## config.mk

```make
export PLATFORM = sky130hd
export DESIGN_NAME = bitstream_header_parser_top
export DESIGN_NICKNAME = d
export VERILOG_FILES = /design/src/bhp_pkg.sv /design/src/bhp_parser.sv /design/src/bitstream_header_parser_top.sv
export VERILOG_INCLUDE_DIRS = /design/src /design/src/src
export SDC_FILE = /design/constraint.sdc
export NUM_CORES = 1
export LEC_CHECK = 0
export BUFFER_PORTS_ARGS = -buffer_cell sky130_fd_sc_hd__buf_4
export CELL_PAD_IN_SITES_DETAIL_PLACEMENT = 1
export CELL_PAD_IN_SITES_GLOBAL_PLACEMENT = 2
export CORE_MARGIN = 1
export CORE_UTILIZATION = 32
export CTS_CLUSTER_SIZE = 16
export DETAILED_ROUTE_END_ITERATION = 10
export PLACE_DENSITY_LB_ADDON = 0.25
export SLEW_MARGIN = 0
export SYNTH_ARGS = -nofsm -noshare
export SYNTH_HDL_FRONTEND = slang
export SYNTH_SLANG_ARGS = --single-unit
```

## constraint.sdc

```tcl
create_clock -name clk_i -period 3.5 [get_ports clk_i]
set_clock_uncertainty 0.2 [all_clocks]
set_input_delay 0.175 -clock clk_i [delete_from_list [all_inputs] [get_ports clk_i]]
set_output_delay 0.175 -clock clk_i [all_outputs]
set_load 0.005 [all_outputs]
```

## src/assert_macros.svh

```systemverilog
// Assertion macros used by the RTL of the header parser.
`ifndef ASSERT_MACROS_SVH
`define ASSERT_MACROS_SVH
`ifndef NO_ASSERTIONS
`define BHP_ASSERT(lbl, clk, rst_n, prop) \
  lbl: assert property (@(posedge clk) disable iff (!rst_n) prop) \
    else $error("assertion failed");
`define BHP_ASSERT_NEVER(lbl, clk, rst_n, cond) \
  lbl: assert property (@(posedge clk) disable iff (!rst_n) !(cond)) \
    else $error("forbidden condition seen");
`else
`define BHP_ASSERT(lbl, clk, rst_n, prop)
`define BHP_ASSERT_NEVER(lbl, clk, rst_n, cond)
`endif
`endif

```

## src/bhp_pkg.sv

```systemverilog
// Constants and types shared by the header parser modules.
package bhp_pkg;

  localparam logic [7:0] MAGIC0_BYTE = 8'h00;
  localparam logic [7:0] MAGIC1_BYTE = 8'h09;
  localparam logic [15:0] SKIP_LEN = 16'd9;
  localparam logic [15:0] DATE_LEN = 16'd11;
  localparam logic [15:0] TIME_LEN = 16'd9;

  localparam logic [7:0] A_HDR0 = 8'h00;
  localparam logic [7:0] A_HDR1 = 8'h01;
  localparam logic [7:0] A_HDR2 = 8'h61;
  localparam logic [7:0] B_TAG = 8'h62;
  localparam logic [7:0] C_TAG = 8'h63;
  localparam logic [7:0] D_TAG = 8'h64;

  localparam logic [7:0] MAX_NAME_LEN_RESET = 8'd80;

  localparam logic [1:0] KIND_FRAME = 2'd0;
  localparam logic [1:0] KIND_NAME = 2'd1;
  localparam logic [1:0] KIND_DATE = 2'd2;
  localparam logic [1:0] KIND_TIME = 2'd3;

  localparam logic [1:0] VERDICT_PARSING = 2'd0;
  localparam logic [1:0] VERDICT_ACCEPTED = 2'd1;
  localparam logic [1:0] VERDICT_REJECTED = 2'd2;

  typedef struct packed {
    logic [1:0] field_kind;
    logic [7:0] field_index;
    logic [7:0] echo_byte;
    logic [1:0] verdict;
  } bhp_result_t;

endpackage

```

## src/bhp_parser.sv

```systemverilog
// Parse state of the header checker and the result for the byte on its inputs.
module bhp_parser (
  input  logic                 clk_i,
  input  logic                 rst_ni,
  input  logic                 accept_i,
  input  logic [7:0]           data_byte_i,
  input  logic                 start_flag_i,
  input  logic [7:0]           max_name_len_i,
  output bhp_pkg::bhp_result_t result_o
);
  import bhp_pkg::*;

  typedef enum logic [3:0] {
    PH_MAGIC0, PH_MAGIC1, PH_SKIP, PH_AHDR, PH_NLEN_HI, PH_NLEN_LO, PH_NAME,
    PH_BTAG, PH_BLEN_HI, PH_BLEN_LO, PH_BSKIP, PH_CHDR, PH_DATE, PH_DHDR,
    PH_TIME, PH_DONE
  } phase_e;

  phase_e      phase_q, phase_d, phase_c;
  logic [15:0] cnt_q, cnt_d, cnt_c, cnt_inc;
  logic [15:0] len_q, len_d, len_c, len_lo;
  logic [1:0]  verdict_q, verdict_d, verdict_c;
  logic [7:0]  trip_exp;
  logic        trip_ok;
  logic [1:0]  kind;
  logic [7:0]  idx;

  // A start flag restarts the parse before this byte is looked at.
  assign phase_c   = start_flag_i ? PH_MAGIC0 : phase_q;
  assign cnt_c     = start_flag_i ? 16'd0 : cnt_q;
  assign len_c     = start_flag_i ? 16'd0 : len_q;
  assign verdict_c = start_flag_i ? VERDICT_PARSING : verdict_q;
  assign cnt_inc   = cnt_c + 16'd1;
  assign len_lo    = {len_c[15:8], data_byte_i};

  always_comb begin
    trip_exp = A_HDR2;
    case (phase_c)
      PH_AHDR: begin
        case (cnt_c[1:0])
          2'd0:    trip_exp = A_HDR0;
          2'd1:    trip_exp = A_HDR1;
          default: trip_exp = A_HDR2;
        endcase
      end
      PH_CHDR: begin
        case (cnt_c[1:0])
          2'd0:    trip_exp = C_TAG;
          2'd1:    trip_exp = 8'h00;
          default: trip_exp = DATE_LEN[7:0];
        endcase
      end
      default: begin
        case (cnt_c[1:0])
          2'd0:    trip_exp = D_TAG;
          2'd1:    trip_exp = 8'h00;
          default: trip_exp = TIME_LEN[7:0];
        endcase
      end
    endcase
  end

  assign trip_ok = (cnt_c <= 16'd2) && (data_byte_i == trip_exp);

  always_comb begin
    phase_d   = phase_c;
    cnt_d     = cnt_c;
    len_d     = len_c;
    verdict_d = verdict_c;
    kind      = KIND_FRAME;
    idx       = 8'd0;
    case (phase_c)
      PH_MAGIC0: begin
        if (data_byte_i == MAGIC0_BYTE) begin
          phase_d = PH_MAGIC1;
        end else begin
          phase_d = PH_DONE;
          verdict_d = VERDICT_REJECTED;
        end
      end
      PH_MAGIC1: begin
        if (data_byte_i == MAGIC1_BYTE) begin
          phase_d = PH_SKIP;
          cnt_d = 16'd0;
        end else begin
          phase_d = PH_DONE;
          verdict_d = VERDICT_REJECTED;
        end
      end
      PH_SKIP: begin
        cnt_d = cnt_inc;
        if (cnt_inc >= SKIP_LEN) begin
          cnt_d = 16'd0;
          phase_d = PH_AHDR;
        end
      end
      PH_AHDR, PH_CHDR, PH_DHDR: begin
        if (!trip_ok) begin
          phase_d = PH_DONE;
          verdict_d = VERDICT_REJECTED;
        end else if (cnt_c[1:0] == 2'd2) begin
          cnt_d = 16'd0;
          phase_d = (phase_c == PH_AHDR) ? PH_NLEN_HI :
                    (phase_c == PH_CHDR) ? PH_DATE : PH_TIME;
        end else begin
          cnt_d = cnt_inc;
        end
      end
      PH_NLEN_HI: begin
        len_d = {data_byte_i, 8'h00};
        phase_d = PH_NLEN_LO;
      end
      PH_NLEN_LO: begin
        len_d = len_lo;
        cnt_d = 16'd0;
        if (len_lo > {8'h00, max_name_len_i}) begin
          phase_d = PH_DONE;
          verdict_d = VERDICT_REJECTED;
        end else begin
          phase_d = (len_lo == 16'd0) ? PH_BTAG : PH_NAME;
        end
      end
      PH_NAME: begin
        kind = KIND_NAME;
        idx = cnt_c[7:0];
        cnt_d = cnt_inc;
        if (cnt_inc >= len_c) begin
          cnt_d = 16'd0;
          phase_d = PH_BTAG;
        end
      end
      PH_BTAG: begin
        if (data_byte_i == B_TAG) begin
          phase_d = PH_BLEN_HI;
        end else begin
          phase_d = PH_DONE;
          verdict_d = VERDICT_REJECTED;
        end
      end
      PH_BLEN_HI: begin
        len_d = {data_byte_i, 8'h00};
        phase_d = PH_BLEN_LO;
      end
      PH_BLEN_LO: begin
        len_d = len_lo;
        cnt_d = 16'd0;
        phase_d = (len_lo == 16'd0) ? PH_CHDR : PH_BSKIP;
      end
      PH_BSKIP: begin
        cnt_d = cnt_inc;
        if (cnt_inc >= len_c) begin
          cnt_d = 16'd0;
          phase_d = PH_CHDR;
        end
      end
      PH_DATE: begin
        kind = KIND_DATE;
        idx = cnt_c[7:0];
        cnt_d = cnt_inc;
        if (cnt_inc >= DATE_LEN) begin
          cnt_d = 16'd0;
          phase_d = PH_DHDR;
        end
      end
      PH_TIME: begin
        kind = KIND_TIME;
        idx = cnt_c[7:0];
        cnt_d = cnt_inc;
        if (cnt_inc >= TIME_LEN) begin
          cnt_d = 16'd0;
          phase_d = PH_DONE;
          verdict_d = VERDICT_ACCEPTED;
        end
      end
      default: begin
        phase_d = PH_DONE;
      end
    endcase
  end

  assign result_o.field_kind  = kind;
  assign result_o.field_index = idx;
  assign result_o.echo_byte   = data_byte_i;
  assign result_o.verdict     = verdict_d;

  always_ff @(posedge clk_i or negedge rst_ni) begin
    if (!rst_ni) begin
      phase_q   <= PH_MAGIC0;
      cnt_q     <= 16'd0;
      len_q     <= 16'd0;
      verdict_q <= VERDICT_PARSING;
    end else if (accept_i) begin
      phase_q   <= phase_d;
      cnt_q     <= cnt_d;
      len_q     <= len_d;
      verdict_q <= verdict_d;
    end
  end

endmodule

```

## src/bitstream_header_parser_top.sv

```systemverilog
// Top level of the configuration file header parser.
//
// Header bytes enter on the input channel (in_valid_i / in_stall_o) with
// data_byte_i and start_flag_i; a set start flag restarts the parse on that
// byte. Every input transfer yields exactly one result on the output channel
// (out_valid_o / out_stall_i): the byte's role and position, the byte itself
// and the verdict as it stands after the byte.
// A byte's result is registered and offered from the cycle after the byte
// is taken. Throughput is one byte per cycle unless the receiver stalls,
// set by the single output register behind the per-byte parse logic; a new
// byte is taken in the same cycle in which the waiting result is transferred.
// While the receiver stalls, the result register holds and in_stall_o is
// raised, so no byte is taken until the result has gone.
// The cfg channel writes max_name_length; it is always ready and should be
// written only while the block is idle.
// Reset clears the parse state to the first magic byte, sets the verdict to
// parsing, clears the output valid flag and loads max_name_length with 80.
`include "assert_macros.svh"

module bitstream_header_parser_top (
  input  logic       clk_i,
  input  logic       rst_ni,
  input  logic       in_valid_i,
  output logic       in_stall_o,
  input  logic [7:0] data_byte_i,
  input  logic       start_flag_i,
  output logic       out_valid_o,
  input  logic       out_stall_i,
  output logic [1:0] field_kind_o,
  output logic [7:0] field_index_o,
  output logic [7:0] echo_byte_o,
  output logic [1:0] verdict_o,
  input  logic       cfg_valid_i,
  output logic       cfg_ready_o,
  input  logic [7:0] cfg_data_i
);
  import bhp_pkg::*;

  logic        in_xfer;
  logic        out_valid_q, out_valid_d;
  logic [7:0]  max_name_len_q;
  bhp_result_t step_res;
  bhp_result_t res_q;

  assign in_stall_o  = out_valid_q & out_stall_i;
  assign in_xfer     = in_valid_i & ~in_stall_o;
  assign out_valid_d = in_xfer | (out_valid_q & out_stall_i);
  assign cfg_ready_o = 1'b1;

  bhp_parser u_parser (
    .clk_i          (clk_i),
    .rst_ni         (rst_ni),
    .accept_i       (in_xfer),
    .data_byte_i    (data_byte_i),
    .start_flag_i   (start_flag_i),
    .max_name_len_i (max_name_len_q),
    .result_o       (step_res)
  );

  always_ff @(posedge clk_i or negedge rst_ni) begin
    if (!rst_ni) begin
      out_valid_q    <= 1'b0;
      max_name_len_q <= MAX_NAME_LEN_RESET;
    end else begin
      out_valid_q <= out_valid_d;
      if (cfg_valid_i && cfg_ready_o) begin
        max_name_len_q <= cfg_data_i;
      end
    end
  end

  always_ff @(posedge clk_i) begin
    if (in_xfer) begin
      res_q <= step_res;
    end
  end

  assign out_valid_o   = out_valid_q;
  assign field_kind_o  = res_q.field_kind;
  assign field_index_o = res_q.field_index;
  assign echo_byte_o   = res_q.echo_byte;
  assign verdict_o     = res_q.verdict;

  // Tagged bytes are only ever seen while parsing, or on the final time byte.
  `BHP_ASSERT(a_tagged_verdict, clk_i, rst_ni, (out_valid_o && field_kind_o != KIND_FRAME) |-> (verdict_o == VERDICT_PARSING || (field_kind_o == KIND_TIME && verdict_o == VERDICT_ACCEPTED)))
  `BHP_ASSERT(a_frame_index, clk_i, rst_ni, (out_valid_o && field_kind_o == KIND_FRAME) |-> (field_index_o == 8'd0))
  `BHP_ASSERT(a_result_follows, clk_i, rst_ni, in_xfer |=> out_valid_o)
  `BHP_ASSERT_NEVER(a_stall_cause, clk_i, rst_ni, in_stall_o && !(out_valid_o && out_stall_i))

endmodule
```

==> results of run 1 <==
[metal layers]
layer  global-route usage  share of wire
met5                    0              0
met4              0.06327          0.013
met3              0.03900          0.036
met2               0.3800           0.50
met1               0.2934           0.45
[through the flow]
step           area [µm²]  TNS, ns
2_1_floorplan        4551        0
3_3_place_gp         5306        0
3_5_place_dp         5306        0
4_1_cts              5957        0
5_1_grt              6061  -0.6855
6_report             6061        0
[cell families (layout without fill, tap and decap cells)]
family / after synthesis / count (layout) / synth area share
other: 1 / 1 / 0.0008254
buffers and inverters: 55 / 168 / 0.05012
and+or+nand+nor: 192 / 192 / 0.2170
AOI/OAI and AO/OA: 136 / 136 / 0.2148
xor gates and xnor gates: 15 / 15 / 0.02892
DFF: 67 / 67 / 0.3916
muxes: 6 / 6 / 0.01405
adders and majority gates: 30 / 30 / 0.08262
[worst max-delay path, stage by stage, from the launching register on]
cell       delay (ns)
dfrtp_1          0.42
nand2b_1         0.13
inv_2            0.06
ha_2             0.18
inv_2            0.09
buf_6            0.12
nor4_4           0.04
buf_4            0.16
and2_1           0.15
a21o_1           0.17
ha_1             0.27
nand2_1          0.05
or2_2            0.29
a31oi_1          0.14
o21a_1           0.18
o2bb2ai_2        0.09
buf_4            0.17
a221oi_2         0.24
o22ai_1          0.09
[synth_stat cells, drive strengths merged (4+ instances only)]
cell type   n
nand2      54
nor2       47
dfrtp      45
ha         30
o21ai      30
inv        27
a21oi      24
edfxtp     20
a22o       18
nor4       17
buf        16
clkbuf     11
nand4      11
xnor2      11
nand3      10
nor3       10
o2bb2ai    10
a31oi       7
and2        6
nand2b      6
a211oi      5
and3        5
nor2b       5
or2         5
or3         5
o211ai      4
o21a        4
o22ai       4
o31ai       4
xor2        4
[what timing repair did]
item | CTS | global route
cloned | 0 | 1
setup buffers | 0 | 3
pin swaps | 0 | 3
setup endpoints to repair | 8 | 17
hold buffers | 34 | 0
endpoints found under the hold margin | 78 | 0
resized for setup | 1 | 24
[power by group]
part | internal [mW] | total [mW] | leakage (nW) | switching (mW)
Sequential | 0.915 | 1.00 | 0.800 | 0.0855
Combinational | 0.512 | 1.28 | 1.62 | 0.770
Clock | 0.623 | 0.955 | 0.145 | 0.332
Total | 2.05 | 3.24 | 2.57 | 1.19
[state kept, by name, summed over array words and instances (netlist names)]
register	cells
u_parser.phase_q	4
out_valid_o	1
verdict_o	2
echo_byte_o	8
u_parser.len_q	16
field_index_o	8
max_name_len_q	8
u_parser.cnt_q	16
u_parser.verdict_q	2
field_kind_o	2
[layout make-up]
cell class	instances	area, µm²	area share
clock inverter	3	63.81	0.01053
sequential	67	1783	0.2942
clock buffer	13	240.2	0.03964
multi-input combinational	380	2608	0.4302
inverter	28	105.1	0.01734
timing repair buffer	124	1036	0.1709
tap	180	225.2	0.03716
[worst paths after layout]
path / slack, ns / from / endpoint
min reg2reg: 0.29 / u_parser.len_q[5] / u_parser.len_q[5]
max reg2reg: 0.13 / u_parser.cnt_q[1] / u_parser.cnt_q[2]
max in group asynchronous: 2.41 / rst_ni / u_parser.cnt_q[0]
min in group asynchronous: 0.21 / rst_ni / u_parser.cnt_q[12]
max: 0.13 / u_parser.cnt_q[1] / u_parser.cnt_q[2]
min: 0.09 / start_flag_i / u_parser.cnt_q[8]
==> flow_summary.ini, run 1 <==
[outcome]
status = finished, final reports clean

[layout]
layout_common_cells = buf_4, nand2_1, nor2_1
antenna_cells = 0
fill_cells = 1632
drive_above_1_share = 0.2244
final_util = 0.4366
nets = 662
layout_commonest_cell = buf_4
final_cells = 795
syn_to_final_growth_pct = 33.41

[global_routing]
grt-ovfl-total = 0
grt_pass1_vias = 4649
grt_util_all_layers = 0.2249
grt_start_max_net_pins = 48
antenna_found_initial = 0
grt_pass1_wl_mm = 25.27

[detailed_routing]
antenna_left = 0
drc = 0
drt_wl_total_mm = 15.50
wl_per_cell_um = 19.49
dr.pass1.iters = 5
via_per_inst = 5.489
initialDrtViolationCount = 225
num_vias = 4364

[sta]
hold_viol_final = 0
maxSlewViolCount = 0
period_minus_slack_ns = 3.366
min_period_over_period = 0.9618
tightest_slew_ns = 0.6668
rsz0062_at_grt = yes
relSlewSlack = 0.5535
fmax_mhz = 297.1
fin_ws_ns = 0.1336
hold_ws_ns = 0.08928
setup_viol = 0

[worst_setup_path]
crit_type = reg2reg
worstRegToRegCells = 18
crit_required_ns = 3.51
cp_max_fo = 5
end_kind = flip-flop
crit_arrival_ns = 3.38
cp-start-kind = flip-flop

[placed_design]
port_buffers = 43
dp_hpwl_mm = 11.02
pre_cts_ws_ns = 0.02100
gp_congestion = 0.8228
placedCellCount = 741

[synth]
netlist_area_um2 = 4543
synth_area_leaders = dfrtp_1, edfxtp_1, ha_1, nand2_1, nor2_1
ys_ff_latch = 67
synth.distinct_cells = 71
yosysWarnings = 0
synth_top_area_cell = dfrtp_1
synth_top_area_frac = 0.2479
synth_ff_type = dfrtp_1
syn_avg_cell_area_um2 = 9.050
syn-instance-count = 502
async_reset_ff_frac = 0.7015
synth_seq_area_share = 0.3916
synth_edf_count = 20
synth_nets = 554

[floorplan]
die-area_um2 = 14680
io_pins = 45
initial_utilization = 0.3273
rows = 43
die_w_um = 121.2
die_height_um = 121.2
core_area_um2 = 13880

[cts]
clk_pin_slew_ns = 0.06
cts.htree.levels = 3
clk_latency_ns = 0.34
cts_root_buffer = clkbuf_16
ctsLongestPathBuffers = 2
cts_tree = done
numCtsBuffers = 9
clkSinkCount = 67

[run]
maxCapViolCount = 0

[pwr]
peakVddDrop_mv = 0.3013
leakage_nw = 2.568
power_density_nw_per_um2 = 534.2
total_power_mw = 3.238

[min_path]
hold_class = in2reg
hold_depth = 3
Power figures use the tool's default switching activity.
==> run 2, diff against run 1 <==
Settings changed: CTS_BUF_LIST from default to sky130_fd_sc_hd__clkbuf_16, CTS_CLUSTER_DIAMETER from default to 50.
==> run 2 against run 1 <==
Effect of this change: sequential share of layout area unchanged; global-route usage about the same; combinational power about the same; worst hold slack worse by 0.0018 ns; critical endpoint unchanged; count of clock-buffer cells in the layout down 4; total power down 0.40%; critical path depth unchanged; first-iteration DRC count up 4.9%; via count down 0.53%; largest power group unchanged.
==> flow_summary.ini, run 2 (synthesis results as in run 1) <==
[outcome]
status = finished, final reports clean

[worst_setup_path]
worstRegToRegCells = 18
cp_num_buf_inv = 5
rr_endpoint = u_parser.cnt_q[2]
crit_required_ns = 3.51
crit_type = reg2reg
end_kind = flip-flop
cp-start-kind = flip-flop
worst-r2r-setup-slack_ns = 0.14
max_stage_delay_ns = 0.42
cp_num_cells = 18
reg2reg_from = u_parser.cnt_q[1]
cp_max_fo = 5
crit_arrival_ns = 3.37
cpLargestDelayFamily = compound AO/OA/AOI/OAI gates
crit_chain = nand2b_1, inv_2, ha_2, inv_2, buf_6, nor4_4, buf_4, and2_1, a21o_1, ha_1, nand2_1, or2_2, a31oi_1, o21a_1, o2bb2ai_2, buf_4, a221oi_2, o22ai_1
slowest_stage = dfrtp_1

[pwr]
leakage_nw = 2.585
pwr-share-comb = 0.397
clockPowerShare = 0.292
total_power_mw = 3.225
peakVddDrop_mv = 0.3007
p_int_mw = 2.038
p_sw_mw = 1.187
switching_share = 0.3681
power_density_nw_per_um2 = 532.1
pwr-share-seq = 0.310

[floorplan]
die_w_um = 121.2
io_pins = 45
die_height_um = 121.2
core_area_um2 = 13880
initial_utilization = 0.3273
die-area_um2 = 14680
rows = 43

[sta]
rsz0062_at_grt = yes
tightest_slew_ns = 0.6646
hold_viol_final = 0
setup_viol = 0
min_period_over_period = 0.9606
relSlewSlack = 0.5550
fin_ws_ns = 0.1380
fmax_mhz = 297.4
maxSlewViolCount = 0
period_minus_slack_ns = 3.362

[run]
maxCapViolCount = 0

[detailed_routing]
antenna_left = 0
initialDrtViolationCount = 236
drt_wl_total_mm = 15.49
wl_per_cell_um = 19.49
drc = 0
dr.pass1.iters = 4
num_vias = 4341
via_per_inst = 5.460

[global_routing]
grt_pass1_vias = 4652
antenna_found_initial = 0
grt_pass1_wl_mm = 25.28
grt-ovfl-total = 0
grt_util_all_layers = 0.2250
grt_start_max_net_pins = 48

[cts]
clk_latency_ns = 0.34
clk_pin_slew_ns = 0.06
clkSinkCount = 67
ctsLongestPathBuffers = 2
numCtsBuffers = 9
cts_tree = done
cts_root_buffer = clkbuf_16
cts.htree.levels = 3

[layout]
seqCellArea_um2 = 1783
multi_input_area_um2 = 2608
top_regs = u_parser.cnt_q (16), u_parser.len_q (16)
syn_to_final_growth_pct = 33.41
layout_common_cells = buf_4, nand2_1, nor2_1
drive_above_1_share = 0.2244
nets = 662
layout_commonest_cell = buf_4
fin_area_um2 = 6061
final_util = 0.4366
antenna_cells = 0
fill_cells = 1632

[placed_design]
dp_hpwl_mm = 11.02
pre_cts_ws_ns = 0.02100
port_buffers = 43
placed_area_um2 = 5306
gp_congestion = 0.8228

[min_path]
hold_depth = 3
worstHoldEndpoint = u_parser.cnt_q[8]
hold_class = in2reg
min_from = start_flag_i
-- run 2: power by group through the flow --
stage               Combinational, mW  Clock [mW]  Sequential [mW]
global route                     1.41       0.992             1.02
floorplan                       0.792           0            0.981
CTS                              1.24       0.964            0.994
finish                           1.28       0.943             1.00
detailed placement               1.20           0             1.01
global placement                 1.17           0             1.00
-- run 2: metal layers --
layer	up-vias	GRT usage	share of wire
li1	2063	-	-
met1	2160	0.2937	0.45
met2	101	0.3800	0.50
met3	17	0.03900	0.038
met4	0	0.06327	0.012
met5	-	0	0
-- run 2: stage by stage --
step | TNS [ns] | std cells | hold WS, ns
global route | -0.6819 | 795 | 0.1126
global placement | 0 | 741 | 0.05636
floorplan | 0 | 502 | -0.3206
detailed placement | 0 | 741 | 0.06416
CTS | 0 | 791 | 0.07577
finish | 0 | 795 | 0.08748
-- run 2: worst max-delay path by stage --
| stage | startpoint | end |
|---|---|---|
| finish | u_parser.cnt_q[1] | u_parser.cnt_q[2] |
| floorplan | u_parser.cnt_q[1] | u_parser.cnt_q[2] |
| detailed placement | start_flag_i | u_parser.cnt_q[6] |
| global route | u_parser.cnt_q[1] | u_parser.cnt_q[14] |
| global placement | start_flag_i | u_parser.cnt_q[14] |
| CTS | u_parser.cnt_q[1] | u_parser.cnt_q[2] |
-- run 2: worst reg2reg max path, cell delays in order, from the launching register on --
cell       delay, ns
dfrtp_1         0.42
nand2b_1        0.13
inv_2           0.06
ha_2            0.18
inv_2           0.09
buf_6           0.12
nor4_4          0.04
buf_4           0.16
and2_1          0.15
a21o_1          0.17
ha_1            0.27
nand2_1         0.05
or2_2           0.29
a31oi_1         0.14
o21a_1          0.18
o2bb2ai_2       0.09
buf_4           0.17
a221oi_2        0.24
o22ai_1         0.09
-- run 2: repair_timing --
| action | 4_1_cts | 5_1_grt |
|---|---|---|
| hold endpoints to repair | 78 | 0 |
| hold buffers | 34 | 0 |
| resized for setup | 1 | 24 |
| gates cloned | 0 | 1 |
| buffers inserted | 0 | 3 |
| pin swaps | 0 | 3 |
| endpoints found under the setup margin | 8 | 17 |
-- run 2: layout make-up --
type                    instances  area share
repair buffers                124      0.1709
flip-flops and latches         67      0.2942
inverters                      28     0.01734
clock buffers                   9     0.03716
clock inverters                 7     0.01301
multi-input cells             380      0.4302
well taps                     180     0.03716
==> run 3, diff against run 2 <==
Settings changed: REMOVE_ABC_BUFFERS from default to 1.
==> run 3 against run 2 <==
Effect of this change: wire length increased by 0.72%; via count increased by 2.4%; sequential cell count unchanged; non-clock buffer count increased by 10; critical path depth decreased by 1; critical path type unchanged; largest power group unchanged.
==> flow_summary.ini, run 3 (synthesis results as in run 1) <==
[worst_setup_path]
cp-start-kind = flip-flop
reg2reg_from = u_parser.cnt_q[1]
crit_type = reg2reg
crit_required_ns = 3.53
end_kind = flip-flop
cp_max_fo = 5
slowest_stage = dfrtp_1
startpoint = u_parser.cnt_q[1]
max_stage_delay_ns = 0.36
crit_chain = nand2b_1, inv_2, ha_4, inv_2, buf_6, nor4_4, a211oi_2, a21o_1, ha_1, nand2_2, or2_4, a31oi_4, o21a_1, o2bb2ai_4, buf_6, a221oi_2, o22ai_1
crit_arrival_ns = 3.39

[detailed_routing]
wl_per_cell_um = 19.39
initialDrtViolationCount = 254
dr.pass1.iters = 5
via_per_inst = 5.522
drc = 0
drt_wl_total_mm = 15.61
num_vias = 4445
antenna_left = 0

[sta]
setup_viol = 0
hold_viol_final = 0
hold_ws_ns = 0.1915
relSlewSlack = 0.4849
fmax_mhz = 297.3
tightest_slew_ns = 0.7693
fin_ws_ns = 0.1368
min_period_over_period = 0.9609
maxSlewViolCount = 0
period_minus_slack_ns = 3.363
setup_tns_ns = 0

[pwr]
peakVddDrop_mv = 0.2925
power_density_nw_per_um2 = 534.1
total_power_mw = 3.331
leakage_nw = 2.640

[placed_design]
pre_cts_ws_ns = -0.02631
gp_congestion = 0.8665
port_buffers = 43
dp_hpwl_mm = 11.07

[cts]
clk_latency_ns = 0.35
cts_tree = done
cts_root_buffer = clkbuf_16
numCtsBuffers = 9
clk_pin_slew_ns = 0.06
ctsLongestPathBuffers = 2
cts.htree.levels = 3
clkSinkCount = 67

[global_routing]
antenna_found_initial = 0
grt_pass1_vias = 4565
grt_pass1_wl_mm = 24.93
grt_start_max_net_pins = 48
grt_util_all_layers = 0.2252
grt-ovfl-total = 0

[layout]
drive_above_1_share = 0.2576
layout_common_cells = buf_4, nand2_1, nor2_1
syn_to_final_growth_pct = 37.29
antenna_cells = 0
final_util = 0.4493
fill_cells = 1570
top_regs = u_parser.cnt_q (16), u_parser.len_q (16)
layout_commonest_cell = buf_4
nets = 672

[min_path]
hold_class = in2async

[floorplan]
die_height_um = 121.2
core_area_um2 = 13880
die_w_um = 121.2
die-area_um2 = 14680
initial_utilization = 0.3273
io_pins = 45
rows = 43

[outcome]
status = finished, final reports clean

[run]
maxCapViolCount = 0
-- run 3: changes by cell type in the layout (fill, tap and decap cells not counted), moves of 2 or more --
cell | before | now
and2_4 | 0 | 2
inv_6 | 0 | 3
clkinvlp_4 | 0 | 2
nor4_1 | 15 | 12
nor4_2 | 0 | 2
inv_1 | 28 | 24
and2_1 | 6 | 4
buf_4 | 87 | 96
-- run 3: what timing repair did --
item / in CTS / in global routing
endpoints found under the setup margin: 4 / 18
setup buffers: 3 / 8
hold buffers: 34 / 0
pin swaps: 1 / 11
hold endpoints to repair: 78 / 0
resized for setup: 2 / 40
gates cloned: 0 / 1
-- run 3: per-stage QoR --
| stage | instances | area [µm²] |
|---|---|---|
| 2_1_floorplan | 475 | 4420 |
| 3_3_place_gp | 743 | 5319 |
| 3_5_place_dp | 743 | 5319 |
| 4_1_cts | 796 | 6001 |
| 5_1_grt | 805 | 6237 |
| 6_report | 805 | 6237 |
-- run 3: where the power goes --
group / internal (mW) / switching [mW] / leakage (nW)
Combinational: 0.569 / 0.808 / 1.69
Sequential: 0.914 / 0.0810 / 0.801
Clock: 0.564 / 0.396 / 0.145
Total: 2.05 / 1.28 / 2.64
-- run 3: worst max-delay path: cells and delay by family, from the launching register on --
family	cells	cell delay, ns
compound gates	7	1.12
flops	1	0.36
simple gates	4	0.71
fa+ha+maj	2	0.43
buf+inv	4	0.43
-- run 3: cell type report --
class,instances,area [µm²],share of cell area
tap,180,225.2,0.03611
multi-input combinational,380,2701,0.4331
inverter,28,105.1,0.01685
timing repair buffer,134,1115,0.1787
clock buffer,9,225.2,0.03611
clock inverter,7,82.58,0.01324
sequential,67,1783,0.2859
-- run 3: per-layer routing --
layer	wire length [µm]	share of wire	GRT usage
met5	0	0	0
met4	301	0.019	0.08179
met3	627	0.040	0.03618
met2	7401	0.47	0.3629
met1	7275	0.47	0.3030
-- run 3: worst paths after layout --
| check | end | slack, ns | depth (start not counted) |
|---|---|---|---|
| setup / recovery | u_parser.cnt_q[2] | 0.14 | 17 |
| hold / removal | u_parser.cnt_q[8] | 0.19 | 2 |
| setup reg to reg | u_parser.cnt_q[2] | 0.14 | 17 |
| hold reg to reg | u_parser.len_q[0] | 0.30 | 1 |
| max in group asynchronous | u_parser.cnt_q[2] | 2.43 | 2 |
| min in group clk_i | u_parser.phase_q[3] | 0.23 | 5 |
